[config.mk]
export PLATFORM = sky130hd
export DESIGN_NAME = mqts_ctrl
export DESIGN_NICKNAME = d
export VERILOG_FILES = /design/src/rtl/core/mqts_pkg.sv /design/src/rtl/core/mqts_ctrl.sv
export SDC_FILE = /design/constraint.sdc
export NUM_CORES = 1
export LEC_CHECK = 0
export ABC_CLOCK_PERIOD_IN_PS = 1800
export BUFFER_PORTS_ARGS = -buffer_cell sky130_fd_sc_hd__buf_4
export CAP_MARGIN = 0
export CORE_AREA = 10 10 47 49
export CTS_CLUSTER_DIAMETER = 120
export CTS_CLUSTER_SIZE = 10
export DETAILED_ROUTE_END_ITERATION = 7
export DIE_AREA = 0 0 57 59
export MAX_ROUTING_LAYER = met4
export PLACE_DENSITY = 0.49
export SLEW_MARGIN = 10
export SYNTH_ARGS = -nofsm -noshare
export SYNTH_HDL_FRONTEND = slang
export SYNTH_SLANG_ARGS = --single-unit
[constraint.sdc]
create_clock -name clk -period 1.8 [get_ports clk]
set_clock_uncertainty 0.2 [all_clocks]
set_input_delay 0.18 -clock clk [delete_from_list [all_inputs] [get_ports clk]]
set_output_delay 0.18 -clock clk [all_outputs]
set_load 0.02 [all_outputs]
[src/rtl/core/mqts_pkg.sv]
// ============================================================================
// mqts_pkg
// Shared codes and control/status bundles for the max queue built from two
// stacks.
// ============================================================================
`default_nettype none

package mqts_pkg;

    // Operation codes carried by a request transaction.
    localparam logic [1:0] OP_ENQ = 2'd0;
    localparam logic [1:0] OP_DEQ = 2'd1;
    localparam logic [1:0] OP_MAX = 2'd2;

    // Status codes carried by a response transaction.
    localparam logic [1:0] ST_OK    = 2'd0;
    localparam logic [1:0] ST_EMPTY = 2'd1;
    localparam logic [1:0] ST_FULL  = 2'd2;

    // Response source select, from the controller to the datapath.
    localparam logic [2:0] RSP_OK    = 3'd0;
    localparam logic [2:0] RSP_FULL  = 3'd1;
    localparam logic [2:0] RSP_EMPTY = 3'd2;
    localparam logic [2:0] RSP_MAX   = 3'd3;
    localparam logic [2:0] RSP_POP   = 3'd4;

    // Commands from the controller to the datapath.
    typedef struct packed {
        logic       ready;      // request channel may take a transaction
        logic       load;       // load the response register
        logic [2:0] rsel;       // response source
        logic       push_in;    // push the held value onto the in-stack
        logic       pop_rd;     // read the top of the out-stack
        logic       pop_fin;    // finish the out-stack pop
        logic       xfer_rd;    // read the top of the in-stack
        logic       xfer_pop;   // finish the in-stack pop, hold the entry
        logic       xfer_push;  // push the held entry onto the out-stack
    } mqts_cmd_t;

    // Status from the datapath to the controller.
    typedef struct packed {
        logic [1:0] op;         // held operation code
        logic       full;       // both stacks together hold the capacity
        logic       in_empty;   // in-stack has no entries
        logic       out_empty;  // out-stack has no entries
        logic       out_free;   // response register can be loaded this cycle
    } mqts_sts_t;

endpackage

`default_nettype wire

[src/rtl/core/mqts_ctrl.sv]
// ============================================================================
// mqts_ctrl
// Controller state machine: sequences enqueue, dequeue, stack transfer and
// maximum query, and issues commands to the datapath.
// ============================================================================
`default_nettype none

module mqts_ctrl
    import mqts_pkg::*;
(
    input  wire logic      clk,
    input  wire logic      rst_n,
    input  wire logic      in_valid,
    input  wire mqts_sts_t sts,
    output mqts_cmd_t      cmd
);

    localparam logic [2:0] S_IDLE  = 3'd0;
    localparam logic [2:0] S_EXEC  = 3'd1;
    localparam logic [2:0] S_POP   = 3'd2;
    localparam logic [2:0] S_XPOP  = 3'd3;
    localparam logic [2:0] S_XPUSH = 3'd4;

    logic [2:0] state_reg;
    logic [2:0] state_next;

    // State register.
    always_ff @(posedge clk or negedge rst_n)
    begin
        if (!rst_n)
        begin
            state_reg <= S_IDLE;
        end
        else
        begin
            state_reg <= state_next;
        end
    end

    // Next state and command decode.
    always_comb
    begin
        state_next = state_reg;
        cmd        = '0;
        cmd.rsel   = RSP_OK;
        case (state_reg)
            S_IDLE:
            begin
                cmd.ready = 1'b1;
                if (in_valid)
                begin
                    state_next = S_EXEC;
                end
            end
            S_EXEC:
            begin
                case (sts.op)
                    OP_ENQ:
                    begin
                        if (sts.out_free)
                        begin
                            cmd.load = 1'b1;
                            if (sts.full)
                            begin
                                cmd.rsel = RSP_FULL;
                            end
                            else
                            begin
                                cmd.push_in = 1'b1;
                            end
                            state_next = S_IDLE;
                        end
                    end
                    OP_DEQ:
                    begin
                        if (!sts.out_empty)
                        begin
                            cmd.pop_rd = 1'b1;
                            state_next = S_POP;
                        end
                        else if (!sts.in_empty)
                        begin
                            cmd.xfer_rd = 1'b1;
                            state_next  = S_XPOP;
                        end
                        else if (sts.out_free)
                        begin
                            cmd.load   = 1'b1;
                            cmd.rsel   = RSP_EMPTY;
                            state_next = S_IDLE;
                        end
                    end
                    OP_MAX:
                    begin
                        if (sts.out_free)
                        begin
                            cmd.load   = 1'b1;
                            cmd.rsel   = RSP_MAX;
                            state_next = S_IDLE;
                        end
                    end
                    default:
                    begin
                        if (sts.out_free)
                        begin
                            cmd.load   = 1'b1;
                            state_next = S_IDLE;
                        end
                    end
                endcase
            end
            S_POP:
            begin
                if (sts.out_free)
                begin
                    cmd.pop_fin = 1'b1;
                    cmd.load    = 1'b1;
                    cmd.rsel    = RSP_POP;
                    state_next  = S_IDLE;
                end
            end
            S_XPOP:
            begin
                cmd.xfer_pop = 1'b1;
                state_next   = S_XPUSH;
            end
            S_XPUSH:
            begin
                // The next in-stack read overlaps this push.
                cmd.xfer_push = 1'b1;
                if (!sts.in_empty)
                begin
                    cmd.xfer_rd = 1'b1;
                    state_next  = S_XPOP;
                end
                else
                begin
                    state_next = S_EXEC;
                end
            end
            default:
            begin
                state_next = S_IDLE;
            end
        endcase
    end

endmodule

`default_nettype wire

==> qor.txt, run 1 <==
Worst Tran Pin Value: 0.260 ns
Hold/Removal Path Class: in2reg
Initial Util: 0.223
Clock Tree Buf Depth: 2
Die Span Y: 59 um
Drt pass-1 iters: 1
CP max stage delay: 0.44 ns
Final slew viol count: 0
DP HPWL: 808 um
Clk_lat worst skew: 0.23 ns
Root Driver: clkbuf_4
Gate count of the mapped netlist: 36
Hold_sp: in_valid
Crit path required time: 1.42 ns
Cell Area, Synth: 313 um2
Initial DRC Count: 0
Crit path DAT: 1.40 ns
Worst path cell trace: nor3b_4, nand2_2, nor4_4, buf_4
Crit path time final: 1.78 ns
Syn_nets: 45
Port Buffer Count: 19
FP Rows: 14
Post-layout net count: 75
Number of global-route vias before repair: 437
Max transition margin: 0.824
Vias: 384
DIE AREA: 3360 um2
Drt drc: 0
Leakage: 0.260 nW
Clock-pin transition on the worst setup and hold timing paths: 0.04 ns
Post-DP Area: 475 um2
Status: finished clean
Period utilization: 0.988
CP max FO: 4
Initial antenna violation count: 0
CP delay by family, top: simple AND/OR/NAND/NOR gates
Max Cap Viol: 0
# H-tree levels: 1
R2R Path Start: state_reg[2]
Worst slack, placed: 0.200 ns
DR vias/cell: 4.74
Syn avg cell area: 8.69 um2
CP max-delay cell: dfrtp_2
Fin. Hold Viols: 0
Final Cell Area: 574 um2
DRT antenna net count: 0
First-pass GRT wire length: 1930 um
WL/cell: 13.4 um
GP Congestion: 0.776
Area Overhead vs Synth: 83.6%
Leading area contributor after synthesis: dfrtp_1
CTS tree: yes
GRT overflow: 0
IO Pins: 20
Power Dens Cells: 1100 nW/um2
Die X: 57 um
Largest net degree at the start of global routing: 9
Unrepaired setup endpoints after global routing: true
Fraction of layout cells with a size suffix above 1: 0.615
# setup viols final: 0
Ys Warns: 0
CTS Sinks: 3
CTS Buf Count: 3
Share of the synthesized area in the top cell type: 0.240
Crit Path Category: reg2out
Highest clock rate: 562 MHz
PnR worst setup slack: 0.0219 ns
FF+latch count, synth: 3
Distinct cells, synth: 24
Critical Path Start: state_reg[2]
Worst setup SP type: register
Buffers & Inverters on Critical Path: 1
VDD IR-drop max: 284 uV
Area of the core: 1400 um2
Largest cells by area after synthesis: dfrtp_1 24%, nor2_1 8.4%, nor3b_1 7.2%
Diodes inserted: 0
Crit end category: output pin
Post-synthesis sequential area ratio: 0.240
Final core utilization: 0.410
Routed WL: 1090 um
Gr usage total: 0.0742
Max reg flops: 3
## through the flow
step | cells | total power [mW] | setup TNS (ns) | hold slack (ns)
after global placement | 70 | 0.452 | 0 | -0.229
final | 81 | 0.634 | 0 | 0.0616
after global routing | 81 | 0.679 | -0.233 | 0.0763
after detailed placement | 70 | 0.449 | 0 | -0.229
after floorplan | 36 | 0.332 | 0 | -0.316
after CTS | 79 | 0.611 | 0 | 0.0543
## cells by family after synthesis
kind of cell           after synthesis  synth area share
AO/OA/AOI/OAI                        7             0.148
buffers and inverters                2            0.0600
flip-flops                           3             0.240
AND/OR/NAND/NOR                     24             0.552
## Yosys cell counts, drive strengths merged
master	number
o32ai	1
nor4	1
and4bb	1
buf	2
nor2b	2
and2	1
o21bai	1
a21oi	1
nand2	2
a31oi	1
nor2	7
o21a	1
nor3	2
dfrtp	3
o21ai	1
o22ai	1
nand2b	1
nor3b	4
and3b	2
nor4bb	1
## placed cells by master, fill, tap and decap left out, drive strengths merged
master       count
a21oi            1
a31oi            1
and2             1
and3b            2
and4bb           1
buf             26
clkbuf           4
dfrtp            3
dlygate4sd3      1
nand2            2
nand2b           1
nor2             7
nor2b            2
nor3             2
nor3b            4
nor4             1
nor4bb           1
o21a             1
o21ai            1
o21bai           1
o22ai            1
o32ai            1
## worst register-to-register path: cells and delay by family (launching register included)
family / cells / cell delay [ns]
compound gates: 1 / 0.13
simple gates: 2 / 0.25
buf+inv: 2 / 0.29
flops: 1 / 0.44
## area by class of cell
class	instances	area, um2
multi-input combinational	31	245
timing repair buffer	27	205
tap	16	20.0
sequential	3	77.6
clock buffer	4	26.3
fill	168	827
## final timing paths
path                       slack [ns]           end  cells after the start
setup / recovery                 0.02        cmd[5]                      4
hold / removal                   0.06  state_reg[0]                      3
setup reg to reg                 0.41  state_reg[1]                      5
hold reg to reg                  0.45  state_reg[1]                      2
max in group asynchronous        1.22  state_reg[1]                      2
min in group asynchronous        0.07  state_reg[2]                      2
## timing repair
action / in CTS / in global routing
endpoints found under the setup margin: 4 / 6
endpoints found under the hold margin: 3 / 0
pin swaps: 1 / 6
hold buffers: 1 / 0
resized for setup: 2 / 2
setup buffers: 4 / 2
## metal layers
layer / GRT usage / routed length [um] / vias up
li1: - / - / 188
met1: 0.0690 / 454 / 180
met2: 0.124 / 550 / 14
met3: 0.0236 / 64 / 2
met4: 0.0604 / 17 / 0
met5: - / 0 / -
## report_power, final
part / internal [mW] / switching [mW] / total [mW] / leakage (nW)
Sequential: 0.0907 / 0.0251 / 0.116 / 0.0364
Clock: 0.0831 / 0.0357 / 0.119 / 0.0150
Combinational: 0.201 / 0.198 / 0.399 / 0.209
(Power assumes the default switching activity.)
==> inputs of run 2 (changes only) <==
ABC_CLOCK_PERIOD_IN_PS = 1700   (was 1800)
GPL_TIMING_DRIVEN = 1   (was default)
clock period = 1.7 ns   (was 1.8 ns; I/O delays follow)
==> qor.txt, run 2 (same netlist as run 1, synthesis figures left out) <==
Status: finished, violations left
Violated checks: negative setup slack
Final slew viol count: 0
Diodes inserted: 0
Net Sw Frac: 0.410
Critical path capture point: cmd[5]
Most frequent cells in the layout: 23 x buf_4, 7 x nor2_1, 3 x clkbuf_4, 3 x dfrtp_2
FP Rows: 14
Clock share of power: 0.198
Crit path required time: 1.33 ns
Fraction of layout cells with a size suffix above 1: 0.613
VDD IR-drop max: 281 uV
Drt drc: 0
Clock Tree Buf Depth: 2
Initial Util: 0.223
Reg-to-Reg End: state_reg[1]
GRT overflow: 0
Vias: 366
Post-layout net count: 72
DRT antenna net count: 0
Number of global-route vias before repair: 424
Clock-pin transition on the worst setup and hold timing paths: 0.04 ns
CP max FO: 5
# H-tree levels: 1
M1 GR Usage: 0.0654
Worst setup SP type: register
Commonest non-fill, non-tap cell in the layout: buf_4
GP Congestion: 0.784
Crit path DAT: 1.42 ns
Routed WL: 1060 um
DIE AREA: 3360 um2
Port Buffer Count: 19
Crit end category: output pin
Largest net degree at the start of global routing: 7
WL/cell: 13.5 um
Clk_lat worst skew: 0.24 ns
Path depth of the worst reg2reg path: 3
Critical Path Start: state_reg[2]
CTS tree: yes
Gr usage total: 0.0707
Area Overhead vs Synth: 74.8%
Top Usage Layer GRT: met2
Fin Setup TNS: -0.294 ns
DR vias/cell: 4.69
Max Cap Viol: 0
First-pass GRT wire length: 1770 um
Hold_sp: in_valid
CTS Buf Count: 3
Total chip power: 0.633 mW
DP HPWL: 769 um
Worst slack, placed: 0.114 ns
Hold/Removal Path Class: in2reg
Initial antenna violation count: 0
Final Cell Area: 547 um2
Internal: 0.374 mW
Max transition margin: 0.812
Fin. Hold Viols: 0
Period utilization: 1.05
Power Dens Cells: 1160 nW/um2
Die Span Y: 59 um
Internal reg-to-reg setup slack: 0.41 ns
Root Driver: clkbuf_4
Leakage: 0.245 nW
R2R Path Start: state_reg[2]
Met3 usage: 0.0150
Combinational share of power: 0.586
IO Pins: 20
# setup viols final: 5
Initial DRC Count: 3
Area of the core: 1400 um2
Max reg flops: 3
Worst Tran Pin Value: 0.278 ns
Drt pass-1 iters: 2
Crit Path Category: reg2out
Die X: 57 um
Sequential share of power: 0.216
Post-DP Area: 483 um2
Crit path time final: 1.79 ns
Unrepaired setup endpoints after global routing: true
CTS Sinks: 3
Net Switching: 0.260 mW
PnR worst setup slack: -0.0916 ns
Fillers: 153
Met2 Use GR: 0.113
Highest clock rate: 558 MHz
==> run 2: cell types whose count changed in the layout (fill, tap and decap cells not counted) <==
cell / before / now
nor3b_2: 0 / 1
buf_4: 26 / 23
nor3b_4: 2 / 1
dfrtp_1: 1 / 0
dfrtp_2: 2 / 3
==> run 2: how the worst min path moves through the flow <==
stage                         to  cells past startpoint  slack (ns)
global placement    state_reg[0]                      1       -0.24
floorplan           state_reg[0]                      0       -0.33
CTS                 state_reg[2]                      2        0.05
detailed placement  state_reg[0]                      1       -0.24
global route        state_reg[0]                      3        0.08
finish              state_reg[0]                      3        0.05
==> run 2: area by class of cell <==
type / instances / area, um2 / share of cell area
multi-input cells: 31 / 239 / 0.437
repair buffers: 24 / 183 / 0.334
flip-flops and latches: 3 / 78.8 / 0.144
clock buffers: 4 / 26.3 / 0.0481
well taps: 16 / 20.0 / 0.0366
==> run 2: power groups by stage <==
stage	Clock [mW]	Combinational (mW)	Sequential (mW)
2_1_floorplan	0	0.232	0.120
3_3_place_gp	0	0.349	0.137
3_5_place_dp	0	0.346	0.137
4_1_cts	0.131	0.371	0.137
5_1_grt	0.136	0.407	0.142
6_report	0.125	0.371	0.137
==> run 2: through the flow <==
| stage | util | hold WS [ns] | std cells |
|---|---|---|---|
| after floorplan | - | -0.326 | 36 |
| after global placement | 0.345 | -0.240 | 71 |
| after detailed placement | 0.345 | -0.241 | 71 |
| after CTS | 0.384 | 0.0467 | 78 |
| after global routing | 0.390 | 0.0807 | 78 |
| final | 0.390 | 0.0474 | 78 |
==> run 2: critical path: stages, from the launching register on <==
cell and delay (ns):
dfrtp_2 0.44, nor3b_4 0.27, nand2_2 0.14, nor4_4 0.15
buf_4 0.18
==> run 2: timing repair <==
item	4_1_cts	5_1_grt
endpoints found under the hold margin	3	0
hold buffers	1	0
endpoints found under the setup margin	6	6
gates resized for setup	3	1
pin swaps	3	3
buffers inserted	2	0
==> run 2: per-layer routing <==
metal	share of wire	wire (um)
met1	0.40	419
met2	0.51	535
met3	0.052	55
met4	0.042	44
met5	0	0
==> inputs of run 3 (changes only) <==
RECOVER_POWER = 50   (was default)
==> qor.txt, run 3 (same netlist as run 1, synthesis figures left out) <==
Area Overhead vs Synth: 73.6%
Placed insts: 71
Clock Tree Buf Depth: 2
Total chip power: 0.632 mW
Fillers: 155
Path depth of the worst reg2reg path: 3
Commonest non-fill, non-tap cell in the layout: buf_4
R2R Path Start: state_reg[2]
Number of global-route vias before repair: 424
Initial antenna violation count: 0
Internal: 0.373 mW
Post-DP Area: 483 um2
Post-Layout Cell Count: 78
Final slew viol count: 0
Post-layout net count: 72
Violated checks: negative setup slack
Sequential share of power: 0.216
First-pass GRT wire length: 1770 um
Max reg flops: 3
Period utilization: 1.05
Internal reg-to-reg setup slack: 0.41 ns
DR vias/cell: 4.71
Gr usage total: 0.0707
IO Pins: 20
Vias: 367
Net Sw Frac: 0.410
PnR worst setup slack: -0.0915 ns
Reg-to-Reg End: state_reg[1]
Crit path time final: 1.79 ns
Power Dens Cells: 1160 nW/um2
CTS tree: yes
# H-tree levels: 1
VDD IR-drop max: 281 uV
Crit end category: output pin
Clock-pin transition on the worst setup and hold timing paths: 0.04 ns
WHS Endpoint: state_reg[0]
Status: finished, violations left
WHS Path Cells: 3
GRT overflow: 0
Clk_lat worst skew: 0.24 ns
Diodes inserted: 0
Clock share of power: 0.198
Area of the core: 1400 um2
# setup viols final: 5
Crit Path Category: reg2out
Drt pass-1 iters: 2
Initial DRC Count: 3
DIE AREA: 3360 um2
DRT antenna net count: 0
CTS Sinks: 3
Hold/Removal Path Class: in2reg
Max Cap Viol: 0
Leakage: 0.241 nW
Unrepaired setup endpoints after global routing: true
Fraction of layout cells with a size suffix above 1: 0.597
Combinational share of power: 0.585
Hold_sp: in_valid
Crit path required time: 1.33 ns
Highest clock rate: 558 MHz
Most frequent cells in the layout: 22 x buf_4, 7 x nor2_1, 3 x clkbuf_4, 3 x dfrtp_2
Port Buffer Count: 19
Die X: 57 um
DP HPWL: 769 um
CP max FO: 5
Crit path DAT: 1.42 ns
Worst setup SP type: register
GP Congestion: 0.784
Max transition margin: 0.812
Initial Util: 0.223
Die Span Y: 59 um
WL/cell: 13.5 um
Largest net degree at the start of global routing: 7
Final Cell Area: 543 um2
Net Switching: 0.259 mW
Fin. Hold Viols: 0
CTS Buf Count: 3
Worst Tran Pin Value: 0.278 ns
Routed WL: 1060 um
Drt drc: 0
FP Rows: 14
Root Driver: clkbuf_4
run 3: worst max-delay path by stage:
| stage | startpoint | end | slack [ns] | cells past startpoint |
|---|---|---|---|---|
| finish | state_reg[2] | cmd[5] | -0.09 | 4 |
| global route | state_reg[2] | cmd[5] | -0.19 | 4 |
| CTS | state_reg[1] | cmd[5] | -0.08 | 4 |
| detailed placement | state_reg[2] | cmd[5] | 0.11 | 4 |
| global placement | state_reg[2] | cmd[6] | 0.12 | 4 |
| floorplan | state_reg[2] | cmd[9] | -0.06 | 3 |
run 3: timing repair:
item / in CTS / in global routing
endpoints found under the hold margin: 3 / 0
gates cloned: 0 / 0
pin swaps: 3 / 3
buffers inserted: 2 / 0
resized for setup: 3 / 1
setup endpoints to repair: 6 / 6
hold buffers: 1 / 0
run 3: per-stage QoR:
step / setup TNS (ns) / hold slack (ns) / util / worst slack [ns]
4_1_cts: -0.276 / 0.0467 / 0.384 / -0.0787
2_1_floorplan: -0.0588 / -0.326 / - / -0.0588
3_5_place_dp: 0 / -0.241 / 0.345 / 0.114
6_report: -0.293 / 0.0474 / 0.388 / -0.0915
5_1_grt: -0.944 / 0.0807 / 0.388 / -0.194
3_3_place_gp: 0 / -0.240 / 0.345 / 0.125
run 3: critical path, stage by stage, from the launching register on:
cell	delay, ns
dfrtp_2	0.44
nor3b_4	0.27
nand2_2	0.14
nor4_4	0.15
buf_4	0.18
run 3: layout make-up:
class                   count  area [um2]  share of cell area
multi-input cells          31         239               0.440
clock buffers               4        26.3              0.0484
repair buffers             24         179               0.329
flip-flops and latches      3        78.8               0.145
well taps                  16        20.0              0.0369
run 3: power groups by stage:
stage          Clock, mW  Sequential [mW]  Combinational (mW)
2_1_floorplan          0            0.120               0.232
3_5_place_dp           0            0.137               0.346
5_1_grt            0.136            0.142               0.406
6_report           0.125            0.137               0.370
3_3_place_gp           0            0.137               0.349
4_1_cts            0.131            0.137               0.371
run 3: layer usage:
layer  vias up  track usage  part of all wire
li1        184            -                 -
met1       163       0.0654              0.40
met2        16        0.113              0.51
met3         4       0.0150             0.052
met4         0       0.0805             0.042
met5         -            -                 0
